===== src/hdl/md5_pkg.sv =====
// ----------------------------------------------------------------------------
// MD5 digest engine package
// Shared types, round constants and index functions of the MD5 engine.
// ----------------------------------------------------------------------------
`default_nettype none

package md5_pkg;

  typedef logic [3:0][31:0] md5_words_t;

  typedef struct packed {
    logic       wr_byte;
    logic       pad;
    logic       len;
    logic       zero_fill;
    logic [5:0] pos;
    logic [7:0] data;
  } md5_buf_ctrl_t;

  localparam logic [31:0] MD5_INIT_A = 32'h67452301;
  localparam logic [31:0] MD5_INIT_B = 32'hefcdab89;
  localparam logic [31:0] MD5_INIT_C = 32'h98badcfe;
  localparam logic [31:0] MD5_INIT_D = 32'h10325476;
  localparam logic [7:0]  MD5_PAD_BYTE = 8'h80;
  localparam logic [5:0]  MD5_LEN_POS = 6'd56;
  localparam logic [63:0] MD5_BYTE_BITS = 64'd8;

  localparam logic [31:0] MD5_K [64] = '{
    32'hd76aa478, 32'he8c7b756, 32'h242070db, 32'hc1bdceee,
    32'hf57c0faf, 32'h4787c62a, 32'ha8304613, 32'hfd469501,
    32'h698098d8, 32'h8b44f7af, 32'hffff5bb1, 32'h895cd7be,
    32'h6b901122, 32'hfd987193, 32'ha679438e, 32'h49b40821,
    32'hf61e2562, 32'hc040b340, 32'h265e5a51, 32'he9b6c7aa,
    32'hd62f105d, 32'h02441453, 32'hd8a1e681, 32'he7d3fbc8,
    32'h21e1cde6, 32'hc33707d6, 32'hf4d50d87, 32'h455a14ed,
    32'ha9e3e905, 32'hfcefa3f8, 32'h676f02d9, 32'h8d2a4c8a,
    32'hfffa3942, 32'h8771f681, 32'h6d9d6122, 32'hfde5380c,
    32'ha4beea44, 32'h4bdecfa9, 32'hf6bb4b60, 32'hbebfbc70,
    32'h289b7ec6, 32'heaa127fa, 32'hd4ef3085, 32'h04881d05,
    32'hd9d4d039, 32'he6db99e5, 32'h1fa27cf8, 32'hc4ac5665,
    32'hf4292244, 32'h432aff97, 32'hab9423a7, 32'hfc93a039,
    32'h655b59c3, 32'h8f0ccc92, 32'hffeff47d, 32'h85845dd1,
    32'h6fa87e4f, 32'hfe2ce6e0, 32'ha3014314, 32'h4e0811a1,
    32'hf7537e82, 32'hbd3af235, 32'h2ad7d2bb, 32'heb86d391
  };

  localparam logic [4:0] MD5_S [16] = '{
    5'd7, 5'd12, 5'd17, 5'd22, 5'd5, 5'd9, 5'd14, 5'd20,
    5'd4, 5'd11, 5'd16, 5'd23, 5'd6, 5'd10, 5'd15, 5'd21
  };

  function automatic logic [3:0] md5_msg_index(input logic [5:0] idx);
    logic [3:0] i4;
    logic [3:0] g;
    i4 = idx[3:0];
    unique case (idx[5:4])
      2'd0:    g = i4;
      2'd1:    g = i4 * 4'd5 + 4'd1;
      2'd2:    g = i4 * 4'd3 + 4'd5;
      default: g = i4 * 4'd7;
    endcase
    return g;
  endfunction

  function automatic logic [4:0] md5_rot(input logic [5:0] idx);
    return MD5_S[{idx[5:4], idx[1:0]}];
  endfunction

endpackage

`default_nettype wire


===== src/hdl/md5_in_if.sv =====
// ----------------------------------------------------------------------------
// MD5 message byte channel
// Valid/ready channel that carries a message byte, an end mark, or both.
// ----------------------------------------------------------------------------
`default_nettype none

interface md5_in_if;
  logic       valid;
  logic       ready;
  logic [7:0] data_byte;
  logic       has_byte;
  logic       last;

  modport source (output valid, data_byte, has_byte, last, input ready);
  modport sink   (input valid, data_byte, has_byte, last, output ready);
endinterface

`default_nettype wire


===== src/hdl/md5_out_if.sv =====
// ----------------------------------------------------------------------------
// MD5 digest channel
// Valid/ready channel that carries the four little-endian digest words.
// ----------------------------------------------------------------------------
`default_nettype none

interface md5_out_if;
  logic        valid;
  logic        ready;
  logic [31:0] digest_word0;
  logic [31:0] digest_word1;
  logic [31:0] digest_word2;
  logic [31:0] digest_word3;

  modport source (output valid, digest_word0, digest_word1, digest_word2, digest_word3,
                  input ready);
  modport sink   (input valid, digest_word0, digest_word1, digest_word2, digest_word3,
                  output ready);
endinterface

`default_nettype wire


===== src/hdl/md5_digest_engine_core.sv =====
// ----------------------------------------------------------------------------
// MD5 digest engine core
// Byte-serial MD5 with one shared round unit stepped by a small sequencer.
// ----------------------------------------------------------------------------
// Channel  Dir  Payload                              Transaction
// in_i     in   data_byte[8], has_byte, last         one message byte or end mark
// out_o    out  digest_word0..digest_word3 [32]      one digest per message
//
// A byte item is taken while idle; the byte that fills a block then starts the 64
// rounds of the shared round unit and the chaining add.
// An end item runs padding and length insertion, the rounds and chaining add of
// each block compressed (one or two), and a load of the digest register.
// Reset is asynchronous: control state clears, chaining reloads MD5 init values.
// Input is taken only while idle; a held digest stalls only the next digest load.
// ----------------------------------------------------------------------------
`default_nettype none

module md5_digest_engine_core
  import md5_pkg::*;
(
  input  wire clk_i,
  input  wire rst_ni,
  md5_in_if.sink    in_i,
  md5_out_if.source out_o
);

  typedef enum logic [2:0] {
    S_IDLE,
    S_PAD,
    S_LEN,
    S_ROUND,
    S_ADD,
    S_OUT
  } state_e;

  state_e        state_q;
  md5_words_t    chain_q;
  md5_words_t    work_q;
  md5_words_t    work_d;
  logic [63:0]   bit_cnt_q;
  logic [5:0]    pos_q;
  logic [5:0]    rnd_q;
  logic          end_q;
  logic          pad_done_q;
  logic          len_done_q;
  logic          out_vld_q;
  md5_words_t    out_q;
  logic          in_acc;
  logic [31:0]   msg_word;
  md5_buf_ctrl_t buf_ctrl;

  assign in_i.ready = (state_q == S_IDLE);
  assign in_acc     = in_i.valid && in_i.ready;

  always_comb begin
    buf_ctrl.wr_byte   = in_acc && in_i.has_byte;
    buf_ctrl.pad       = (state_q == S_PAD);
    buf_ctrl.len       = (state_q == S_LEN);
    buf_ctrl.zero_fill = (pos_q >= MD5_LEN_POS);
    buf_ctrl.pos       = pos_q;
    buf_ctrl.data      = in_i.data_byte;
  end

  md5_blkbuf u_blkbuf (
    .clk_i     (clk_i),
    .ctrl_i    (buf_ctrl),
    .len_i     (bit_cnt_q),
    .rd_addr_i (md5_msg_index(rnd_q)),
    .rd_data_o (msg_word)
  );

  md5_round u_round (
    .work_i (work_q),
    .msg_i  (msg_word),
    .idx_i  (rnd_q),
    .work_o (work_d)
  );

  always_ff @(posedge clk_i or negedge rst_ni) begin
    if (!rst_ni) begin
      state_q    <= S_IDLE;
      chain_q    <= {MD5_INIT_D, MD5_INIT_C, MD5_INIT_B, MD5_INIT_A};
      work_q     <= '0;
      bit_cnt_q  <= '0;
      pos_q      <= '0;
      rnd_q      <= '0;
      end_q      <= 1'b0;
      pad_done_q <= 1'b0;
      len_done_q <= 1'b0;
      out_vld_q  <= 1'b0;
      out_q      <= '0;
    end else begin
      if (out_vld_q && out_o.ready && (state_q != S_OUT)) begin
        out_vld_q <= 1'b0;
      end
      unique case (state_q)
        S_IDLE: begin
          if (in_acc) begin
            end_q <= in_i.last;
            if (in_i.has_byte) begin
              pos_q     <= pos_q + 6'd1;
              bit_cnt_q <= bit_cnt_q + MD5_BYTE_BITS;
            end
            if (in_i.has_byte && (pos_q == 6'd63)) begin
              work_q  <= chain_q;
              rnd_q   <= '0;
              state_q <= S_ROUND;
            end else if (in_i.last) begin
              state_q <= S_PAD;
            end
          end
        end
        S_PAD: begin
          pad_done_q <= 1'b1;
          if (pos_q >= MD5_LEN_POS) begin
            work_q  <= chain_q;
            rnd_q   <= '0;
            state_q <= S_ROUND;
          end else begin
            state_q <= S_LEN;
          end
        end
        S_LEN: begin
          len_done_q <= 1'b1;
          work_q     <= chain_q;
          rnd_q      <= '0;
          state_q    <= S_ROUND;
        end
        S_ROUND: begin
          work_q <= work_d;
          rnd_q  <= rnd_q + 6'd1;
          if (rnd_q == 6'd63) begin
            state_q <= S_ADD;
          end
        end
        S_ADD: begin
          for (int k = 0; k < 4; k++) begin
            chain_q[k] <= chain_q[k] + work_q[k];
          end
          work_q <= '0;
          priority if (!end_q) begin
            state_q <= S_IDLE;
          end else if (!pad_done_q) begin
            state_q <= S_PAD;
          end else if (!len_done_q) begin
            state_q <= S_LEN;
          end else begin
            state_q <= S_OUT;
          end
        end
        S_OUT: begin
          if (!out_vld_q || out_o.ready) begin
            out_q      <= chain_q;
            out_vld_q  <= 1'b1;
            chain_q    <= {MD5_INIT_D, MD5_INIT_C, MD5_INIT_B, MD5_INIT_A};
            bit_cnt_q  <= '0;
            pos_q      <= '0;
            rnd_q      <= '0;
            end_q      <= 1'b0;
            pad_done_q <= 1'b0;
            len_done_q <= 1'b0;
            state_q    <= S_IDLE;
          end
        end
        default: begin
          state_q <= S_IDLE;
        end
      endcase
    end
  end

  assign out_o.valid        = out_vld_q;
  assign out_o.digest_word0 = out_q[0];
  assign out_o.digest_word1 = out_q[1];
  assign out_o.digest_word2 = out_q[2];
  assign out_o.digest_word3 = out_q[3];

endmodule

`default_nettype wire


===== src/hdl/md5_round.sv =====
// ----------------------------------------------------------------------------
// MD5 round unit
// One MD5 step: auxiliary function, modular sum and rotate for a round index.
// ----------------------------------------------------------------------------
`default_nettype none

module md5_round
  import md5_pkg::*;
(
  input  wire md5_words_t  work_i,
  input  wire logic [31:0] msg_i,
  input  wire logic [5:0]  idx_i,
  output      md5_words_t  work_o
);

  logic [31:0] a, b, c, d;
  logic [31:0] f;
  logic [31:0] t;
  logic [4:0]  s;
  logic [63:0] rot_wide;

  assign a = work_i[0];
  assign b = work_i[1];
  assign c = work_i[2];
  assign d = work_i[3];

  always_comb begin
    unique case (idx_i[5:4])
      2'd0:    f = (b & c) | (~b & d);
      2'd1:    f = (b & d) | (c & ~d);
      2'd2:    f = b ^ c ^ d;
      default: f = c ^ (b | ~d);
    endcase
  end

  assign t        = a + f + msg_i + MD5_K[idx_i];
  assign s        = md5_rot(idx_i);
  assign rot_wide = {t, t} << s;

  assign work_o[0] = d;
  assign work_o[1] = b + rot_wide[63:32];
  assign work_o[2] = b;
  assign work_o[3] = c;

endmodule

`default_nettype wire


===== src/hdl/md5_blkbuf.sv =====
// ----------------------------------------------------------------------------
// MD5 block buffer
// Sixteen-word message block with byte writes, padding and length insertion.
// ----------------------------------------------------------------------------
`default_nettype none

module md5_blkbuf
  import md5_pkg::*;
(
  input  wire                clk_i,
  input  wire md5_buf_ctrl_t ctrl_i,
  input  wire logic [63:0]   len_i,
  input  wire logic [3:0]    rd_addr_i,
  output      logic [31:0]   rd_data_o
);

  logic [31:0] mem_q [16];

  always_ff @(posedge clk_i) begin
    if (ctrl_i.wr_byte) begin
      mem_q[ctrl_i.pos[5:2]][ctrl_i.pos[1:0]*8 +: 8] <= ctrl_i.data;
    end
    if (ctrl_i.pad) begin
      for (int w = 0; w < 16; w++) begin
        for (int l = 0; l < 4; l++) begin
          if (6'(w * 4 + l) == ctrl_i.pos) begin
            mem_q[w][l*8 +: 8] <= MD5_PAD_BYTE;
          end else if (6'(w * 4 + l) > ctrl_i.pos) begin
            mem_q[w][l*8 +: 8] <= 8'h00;
          end
        end
      end
    end
    if (ctrl_i.len) begin
      if (ctrl_i.zero_fill) begin
        for (int w = 0; w < 14; w++) begin
          mem_q[w] <= 32'h0;
        end
      end
      mem_q[14] <= len_i[31:0];
      mem_q[15] <= len_i[63:32];
    end
  end

  assign rd_data_o = mem_q[rd_addr_i];

endmodule

`default_nettype wire

===== src/flat_wrapper.sv =====
// flat-port wrapper written by rule: the top's interface ports become plain ports
module md5_digest_engine_core_flat import md5_pkg::*;
  (clk_i, rst_ni, in_i_valid, in_i_data_byte, in_i_has_byte, in_i_last, in_i_ready, out_o_valid, out_o_digest_word0, out_o_digest_word1, out_o_digest_word2, out_o_digest_word3, out_o_ready);
  md5_in_if in_i_i ();
  md5_out_if out_o_i ();
  input  wire clk_i;
  input  wire rst_ni;
  input wire logic [$bits(in_i_i.valid)-1:0] in_i_valid;
  input wire logic [$bits(in_i_i.data_byte)-1:0] in_i_data_byte;
  input wire logic [$bits(in_i_i.has_byte)-1:0] in_i_has_byte;
  input wire logic [$bits(in_i_i.last)-1:0] in_i_last;
  output wire logic [$bits(in_i_i.ready)-1:0] in_i_ready;
  output wire logic [$bits(out_o_i.valid)-1:0] out_o_valid;
  output wire logic [$bits(out_o_i.digest_word0)-1:0] out_o_digest_word0;
  output wire logic [$bits(out_o_i.digest_word1)-1:0] out_o_digest_word1;
  output wire logic [$bits(out_o_i.digest_word2)-1:0] out_o_digest_word2;
  output wire logic [$bits(out_o_i.digest_word3)-1:0] out_o_digest_word3;
  input wire logic [$bits(out_o_i.ready)-1:0] out_o_ready;
  assign in_i_i.valid = in_i_valid;
  assign in_i_i.data_byte = in_i_data_byte;
  assign in_i_i.has_byte = in_i_has_byte;
  assign in_i_i.last = in_i_last;
  assign in_i_ready = in_i_i.ready;
  assign out_o_valid = out_o_i.valid;
  assign out_o_digest_word0 = out_o_i.digest_word0;
  assign out_o_digest_word1 = out_o_i.digest_word1;
  assign out_o_digest_word2 = out_o_i.digest_word2;
  assign out_o_digest_word3 = out_o_i.digest_word3;
  assign out_o_i.ready = out_o_ready;
  md5_digest_engine_core u_core (.clk_i(clk_i), .rst_ni(rst_ni), .in_i(in_i_i), .out_o(out_o_i));
endmodule

===== config.mk =====
export PLATFORM = sky130hd
export DESIGN_NAME = md5_digest_engine_core_flat
export DESIGN_NICKNAME = d
export VERILOG_FILES = /design/src/hdl/md5_pkg.sv /design/src/hdl/md5_in_if.sv /design/src/hdl/md5_out_if.sv /design/src/hdl/md5_digest_engine_core.sv /design/src/hdl/md5_round.sv /design/src/hdl/md5_blkbuf.sv /design/src/flat_wrapper.sv
export SDC_FILE = /design/constraint.sdc
export NUM_CORES = 2
export LEC_CHECK = 0
export ABC_CLOCK_PERIOD_IN_PS = 11700
export BUFFER_PORTS_ARGS = -buffer_cell sky130_fd_sc_hd__buf_2
export CAP_MARGIN = 20
export CELL_PAD_IN_SITES_DETAIL_PLACEMENT = 0
export CELL_PAD_IN_SITES_GLOBAL_PLACEMENT = 1
export CORE_AREA = 2 2 424 300
export CTS_CLUSTER_DIAMETER = 200
export DETAILED_ROUTE_END_ITERATION = 7
export DIE_AREA = 0 0 426 302
export PLACE_DENSITY = 0.83
export RECOVER_POWER = 100
export SYNTH_ARGS = -nofsm -noshare
export SYNTH_HDL_FRONTEND = slang
export SYNTH_SLANG_ARGS = --single-unit

===== constraint.sdc =====
create_clock -name clk_i -period 11.7 [get_ports clk_i]
set_input_delay 1.17 -clock clk_i [delete_from_list [all_inputs] [get_ports clk_i]]
set_output_delay 1.17 -clock clk_i [all_outputs]
set_load 0.02 [all_outputs]

Word-level counts from Yosys, hierarchy flattened
Memory sizes are Yosys's and may differ from the RTL's.
Index checks and enable logic that the tools add are counted.

cells by class
  add/subtract/negate cells = 14
  multiply operators = 3
  magnitude comparators = 67
  equality and inequality tests = 80
  shift operators = 3
  multiplexer cells = 628
  bitwise gates (word level) = 142
  reduce and logical (&&, ||, !) cells = 26

operator list
  operator                                                               number
  8-bit two-way mux                                                      128
  128-bit case mux with 5 select lines                                   1
  128-bit two-way mux                                                    4
  1-bit two-way mux                                                      460
  32-bit adder                                                           8
  128-bit case mux with 2 select lines                                   1
  6-bit equality test (first input constant)                             32
  6-bit > comparator (first input constant)                              32
  64-bit two-way mux                                                     3
  32-bit two-way mux                                                     5
  32-bit bitwise AND                                                     4
  1-bit bitwise OR                                                       128
  64-bit case mux with 2 select lines                                    1
  5-bit by 6-bit equality test with 1-bit output (first input constant)  16
  5-bit by 6-bit > comparator with 1-bit output (first input constant)   16
  32-bit bitwise OR                                                      3
  32-bit case mux with 3 select lines                                    1
  32-bit bitwise XOR                                                     3
  64-bit by 4-bit adder with 64-bit output (second input constant)       1
  32-bit inverter                                                        2
  64-bit by 5-bit left shift with 64-bit output                          1
  4-bit by 6-bit equality test with 1-bit output (first input constant)  8
  4-bit by 6-bit > comparator with 1-bit output (first input constant)   8
  6-bit two-way mux                                                      6
  49 further kinds                                                       91

storage, ports and cells
  bits in registers = 467
  RAM bits = 512
  bits in read-only memories = 2128
  input bits = 14
  output and inout bits = 130
  word-level logic and storage cells = 986
  memories = 3

memories
  memory                 words  bits a word  read ports  clocked after memory_dff  wr ports  RTL line          text
  (no name shown)        64     32           1           0                         0         md5_round.sv:36   assign t = a + f + msg_i + MD5_K[idx_i];
  u_core.u_blkbuf.mem_q  16     32           1           0                         16        md5_blkbuf.sv:17  logic [31:0] mem_q [16];
  (no name shown)        16     5            1           0                         0         md5_pkg.sv:66     return MD5_S[{idx[5:4], idx[1:0]}];

Depth between registers and ports, before layout
  word-level depth = 10
  depth in mapped cells = 47

Modules after synthesis
A second synthesis with hierarchy kept.

unflattened totals
  cell total of the unflattened synthesis = 7550
  area total of the unflattened synthesis = 64115.2 um^2

modules (own cells, without submodules)
  module                  times used  cells an instance  area each (um^2)  sequential area each (um^2)
  md5_blkbuf              1           2701               25451.9           10890.4
  md5_digest_engine_core  1           2833               25239.2           11691.2
  md5_round               1           2016               13424.1           0.0

Worst setup path before layout
Ideal clock, no wire load.

  path kind = reg-to-reg
  from = register u_core.rnd_q[1]
  to = register u_core.work_q[60] (netlist name)
  data arrival time = 10046 ps
  setup slack = 1512 ps
  stages on the path, launching flop included = 44
  buffers on the path = 2
  cells stage by stage = dfrtp_1 > clkinv_1 > ha_1 > clkbuf_1 > nand3_1 > o21ai_0 > a21oi_1 > clkbuf_1 > mux4_2 > and2_1 > a211oi_1 > a31oi_1 > fa_1 > inv_1 > fa_1 > inv_1 > ha_1 > fa_1 > [... 8 more ...] > a21oi_1 > o21ai_0 > mux2i_1 > mux2i_1 > ha_1 > fa_1 > a21o_1 > a21oi_1 > o21ai_0 > a21o_1 > a21o_1 > a31o_2 > a31o_2 > a21oi_1 > o31ai_1 > nand2_1 > mux2i_1 > a31oi_1

between the ends
  longest elaborated chain between the ends = 9

ends and longest elaborated chain
  element                                                                                                     RTL line                       text
  start: declaration                                                                                          md5_digest_engine_core.sv:42   logic [5:0] rnd_q;
  start signal: assignment                                                                                    md5_digest_engine_core.sv:131  rnd_q <= rnd_q + 6'd1;
  4-bit by 2-bit multiplier with 4-bit output or 4-bit by 3-bit multiplier with 4-bit output (tied branches)  md5_pkg.sv:59, md5_pkg.sv:58
  4-bit by 3-bit adder with 4-bit output or 4-bit by 1-bit adder with 4-bit output (tied branches)            md5_pkg.sv:59, md5_pkg.sv:58
  4-bit case mux with 3 select lines                                                                          md5_pkg.sv:56                  unique case (idx[5:4])
  memory 16 x 32 bit                                                                                          --
  32-bit adder (2 in a row)                                                                                   md5_round.sv:36
  64-bit by 5-bit left shift with 64-bit output *                                                             md5_round.sv:38                assign rot_wide = {t, t} << s;
  32-bit adder *                                                                                              md5_round.sv:41                assign work_o[1] = b + rot_wide[63:32];
  128-bit case mux with 5 select lines *                                                                      md5_digest_engine_core.sv:96   unique case (state_q)
  end signal: assignment                                                                                      md5_digest_engine_core.sv:105  work_q <= chain_q;
  end signal: assignment                                                                                      md5_digest_engine_core.sv:116  work_q <= chain_q;
  end signal: assignment                                                                                      md5_digest_engine_core.sv:125  work_q <= chain_q;
  end: declaration                                                                                            md5_digest_engine_core.sv:38   md5_words_t work_q;

Every way passes the cells marked *; elsewhere a longest branch is shown, timed or not. The select of a mux whose other input is x is not followed.
A chain may end at the register's enable or synchronous reset.

Worst setup path after layout
  from = register u_core.rnd_q[0]
  to = register u_core.work_q[60] (netlist name)

Same word-level chain as after synthesis.

==> run summary <==
The share of the yosys chip area belonging to registers came out at a little under two fifths. The worst register-to-register path has a setup slack of ~0.52 ns. The total area inside the core boundary comes to 0.125 mm². The transition time of the tightest slew-check pin is ~7 ns. The cell with the largest stage delay on the worst path is sky130_fd_sc_hd__mux4_2. The number of buffers created by CTS came out at ~100.

After detailed routing, the average wire length per cell comes to around 27 µm. The setup path with the least slack is of type reg -> reg. The via count of the first global-routing pass was 51800. The checks that failed: capacitance limit, slew limit. After detailed routing, the number of vias per cell comes to around 6.3. The aggregate negative setup slack came out at 0 ns. The number of antenna violations at the first check in global routing is 15.

Routability-driven placement finished with a final weighted congestion of 0.997. Clock-pin slew was measured on the worst setup and hold paths at approximately 0.070 ns. The setup slack after placement came out at a little under 0.6 ns.

Across all hold checks on the routed design, the worst slack comes to between 0.4 and 0.5 ns. The library cell with the largest summed area after synthesis is sky130_fd_sc_hd__dfrtp_1. After clock tree synthesis, the flow added hold-fix buffers numbering 0. STA puts the critical path data required time at between 10 and 15 ns. The area added between synthesis and finish is 9.47%. The busiest metal layer after global routing is met1.

The post-synthesis instance total is approximately 7500. The number of H-tree branching levels came out at 3. The clock insertion delay at the later pin of the skew report came out at 0.78 ns.

The final antenna-violating net count came out at 0. The total buffers and inverters traversed by the critical path came out at 5. The chip width came out at approximately 430 µm. The prevailing post-synth register cell is sky130_fd_sc_hd__dfxtp_1. The tool flagged a number of max-cap violations equal to 22. The number of unique standard cell types used by synthesis came out at between 90 and 100.

TritonCTS built the clock tree. Among the stages of the critical path, the cell type that occurs most often is sky130_fd_sc_hd__fa_1. The tightest min-delay check is of the reg -> reg type.

The first-pass GRT wire length came out at ~360 mm. The number of enable-type register cells in the synthesized netlist came out at between 50 and 60. The number of remaining DRC errors came out at 0.

The boundary pin count came out at 144. The number of hold violations in the final report is 0. The half-perimeter wire length after placement came out at approximately 180 mm.

The area share of the leading cell type in the synthesized netlist came out at between 10% and 20%. STA classifies the critical path startpoint as a flop. The mean area per synthesized cell came out at 8.10 µm². The final cycle utilization of the critical path came out at 95.5%. The initial utilization of the core area, before any placement, comes to between 40% and 50%. Global routing used between 30% and 40% of the available tracks. For this block, the via count after detailed routing is a little under 60000.

The length of the first detailed-routing pass in iterations is 6. The fill cell total of the finished layout came out at between 10000 and 15000. The root buffer cell chosen for the clock tree is sky130_fd_sc_hd__clkbuf_16. Timing would allow up to between 80 and 90 MHz. The highest cell delay on the worst timing path is approximately 0.81 ns. The number of pins exceeding their max-slew limit in the final report was between 1000 and 1500. The library cell used most frequently in the layout, excluding fill and tap cells, is sky130_fd_sc_hd__nor2_1. The final cell area excluding filler cells is around 0.066 mm². Of all nets on the critical path, the largest fanout is 21.

The clock net sink count came out at between 900 and 1000. Setup violations remaining at the end of the flow were counted as 0. The synthesized cell area is 0.0605 mm².

The post-synth net total is slightly below 8000. The DRC violation total after the first TritonRoute iteration is 8271. The post-detailed-placement cell area came out at 0.0628 mm². The global routing met3 resource utilization came out at 13.7%.

The final period demand of the worst path came out at roughly 11 ns. Across the routed clock network, the largest skew measured is approximately 0.044 ns. The share of flip-flops with an asynchronous set or reset after synthesis is between 40% and 50%. STA classifies the critical path endpoint as a flop. The global routing usage on met1 came out at between 50% and 60%. The Yosys warning count came out at 0. Headroom to the max-slew limit came out at -363%. The post-route netlist has 8.36% of its cells at a drive strength greater than 1. Setup repair after global routing left no endpoint under its margin. The cell family contributing the most delay on the critical path is compound AO/OA/AOI/OAI gates. The die area is about 0.13 mm². Buffers placed on the I/O ports in this run total around 140.

The final global-route overflow total is 0. At the end of the flow, the number of nets in the layout was 7697. The register bit total from synthesis came out at between 900 and 1000. The library cells used most frequently in the layout, excluding fill and tap cells, are sky130_fd_sc_hd__nor2_1, sky130_fd_sc_hd__nand2_1, sky130_fd_sc_hd__a21oi_1. The final worst slack came out at approximately 0.52 ns.

The deepest clock path buffer count came out at 3. The flow ran to the end, but the final reports show violations. The routed design has between 200 and 250 mm of wire. Data on the critical path arrives at its endpoint at between 10 and 15 ns.

Sorting the synthesized cells by area gives the leading types as sky130_fd_sc_hd__dfrtp_1, sky130_fd_sc_hd__dfxtp_1, sky130_fd_sc_hd__nor2_1, sky130_fd_sc_hd__a21oi_1, sky130_fd_sc_hd__nand2_1. From bottom edge to top edge, the die measures a little over 300 µm. The largest net degree at the start of global routing came out at about 170. For this run, global-route usage on met2 was measured as between 40 and 50%. The floorplan row count is around 110.
## cell families (layout without fill, tap and decap cells)
family          count (synthesis)  after routing  synth area share, %
compound gates               2072           2072                 20.5
xor+xnor                      260            260                 3.82
flops                         976            976                 37.2
other cells                     0              4                    0
buf+inv                       679            681                 4.33
fa+ha+maj                     293            293                 6.91
mux                           235            235                 6.66
simple gates                 2958           2958                 20.5
## final cells by class
| type | count | area [µm²] | area share (%) |
|---|---|---|---|
| antenna | 4 | 10.0 | 0.0151 |
| clock buffer | 140 | 2970 | 4.49 |
| clock inverter | 48 | 688 | 1.04 |
| inverter | 204 | 773 | 1.17 |
| multi-input combinational | 5818 | 35500 | 53.6 |
| sequential | 976 | 22500 | 34.0 |
| tap | 1665 | 2080 | 3.14 |
| timing repair buffer | 289 | 1680 | 2.53 |
## worst paths after layout
check | from | end | cells after the start
worst min register to register | u_core.u_blkbuf.mem_q[15][27] | u_core.u_blkbuf.mem_q[15][27] | 2
worst max register to register | u_core.rnd_q[0] | u_core.work_q[60] | 41
worst min-delay path | u_core.u_blkbuf.mem_q[15][27] | u_core.u_blkbuf.mem_q[15][27] | 2
min in group asynchronous | rst_ni | u_core.out_o.digest_word1[10] | 1
worst max-delay path | u_core.rnd_q[0] | u_core.work_q[60] | 41
max in group asynchronous | rst_ni | u_core.out_o.digest_word3[25] | 2
## tightest hold or removal path: cells and delay by family (launching register included)
family          cells  cell delay [ns]
simple gates        1             0.05
compound gates      1             0.06
flops               1             0.32
## synthesized netlist by cell type (69+ instances only)
| library cell | instances |
|---|---|
| sky130_fd_sc_hd__mux4_2 | 132 |
| sky130_fd_sc_hd__nand2b_1 | 71 |
| sky130_fd_sc_hd__xor2_1 | 124 |
| sky130_fd_sc_hd__nand2_1 | 1020 |
| sky130_fd_sc_hd__a31oi_1 | 87 |
| sky130_fd_sc_hd__nor2_1 | 1333 |
| sky130_fd_sc_hd__mux2i_1 | 81 |
| sky130_fd_sc_hd__dfrtp_1 | 400 |
| sky130_fd_sc_hd__a22oi_1 | 132 |
| sky130_fd_sc_hd__nor3_1 | 96 |
| sky130_fd_sc_hd__dfxtp_1 | 453 |
| sky130_fd_sc_hd__o21ai_0 | 417 |
| sky130_fd_sc_hd__nand3_1 | 153 |
| sky130_fd_sc_hd__inv_1 | 201 |
| sky130_fd_sc_hd__a21o_1 | 80 |
| sky130_fd_sc_hd__clkbuf_1 | 403 |
| sky130_fd_sc_hd__a21oi_1 | 888 |
| sky130_fd_sc_hd__ha_1 | 224 |
| sky130_fd_sc_hd__xnor2_1 | 133 |
| sky130_fd_sc_hd__fa_1 | 69 |
| sky130_fd_sc_hd__a211oi_1 | 85 |
## flip-flops by register name, indices dropped and copies added, names as in the netlist, 32 cells and up
signal                     count
u_core.u_blkbuf.mem_q        512
u_core.chain_q               128
u_core.work_q                128
u_core.bit_cnt_q              61
u_core.out_o.digest_word0     32
u_core.out_o.digest_word1     32
u_core.out_o.digest_word2     32
u_core.out_o.digest_word3     32
## metrics by stage
stage	std cells	utilization [%]
after floorplan	7473	-
after global placement	8944	50.3
after detailed placement	8946	50.3
after CTS	9134	53.2
after global routing	9142	53.0
final	9144	53.0
## what timing repair did
item,4_1_cts,5_1_grt
gates resized for setup,0,6
setup endpoints to repair,0,7
buffers inserted,0,5
## metal layers
| layer | part of all wire, % | up-vias | wire length, µm |
|---|---|---|---|
| li1 | - | 26000 | - |
| met1 | 47 | 28400 | 114000 |
| met2 | 37 | 3155 | 89900 |
| met3 | 14 | 367 | 35600 |
| met4 | 2.3 | 16 | 5550 |
| met5 | 0.086 | - | 210 |
Power is not shown: default switching activity piles up to over one toggle a cycle in this logic, so the estimate is an artifact.
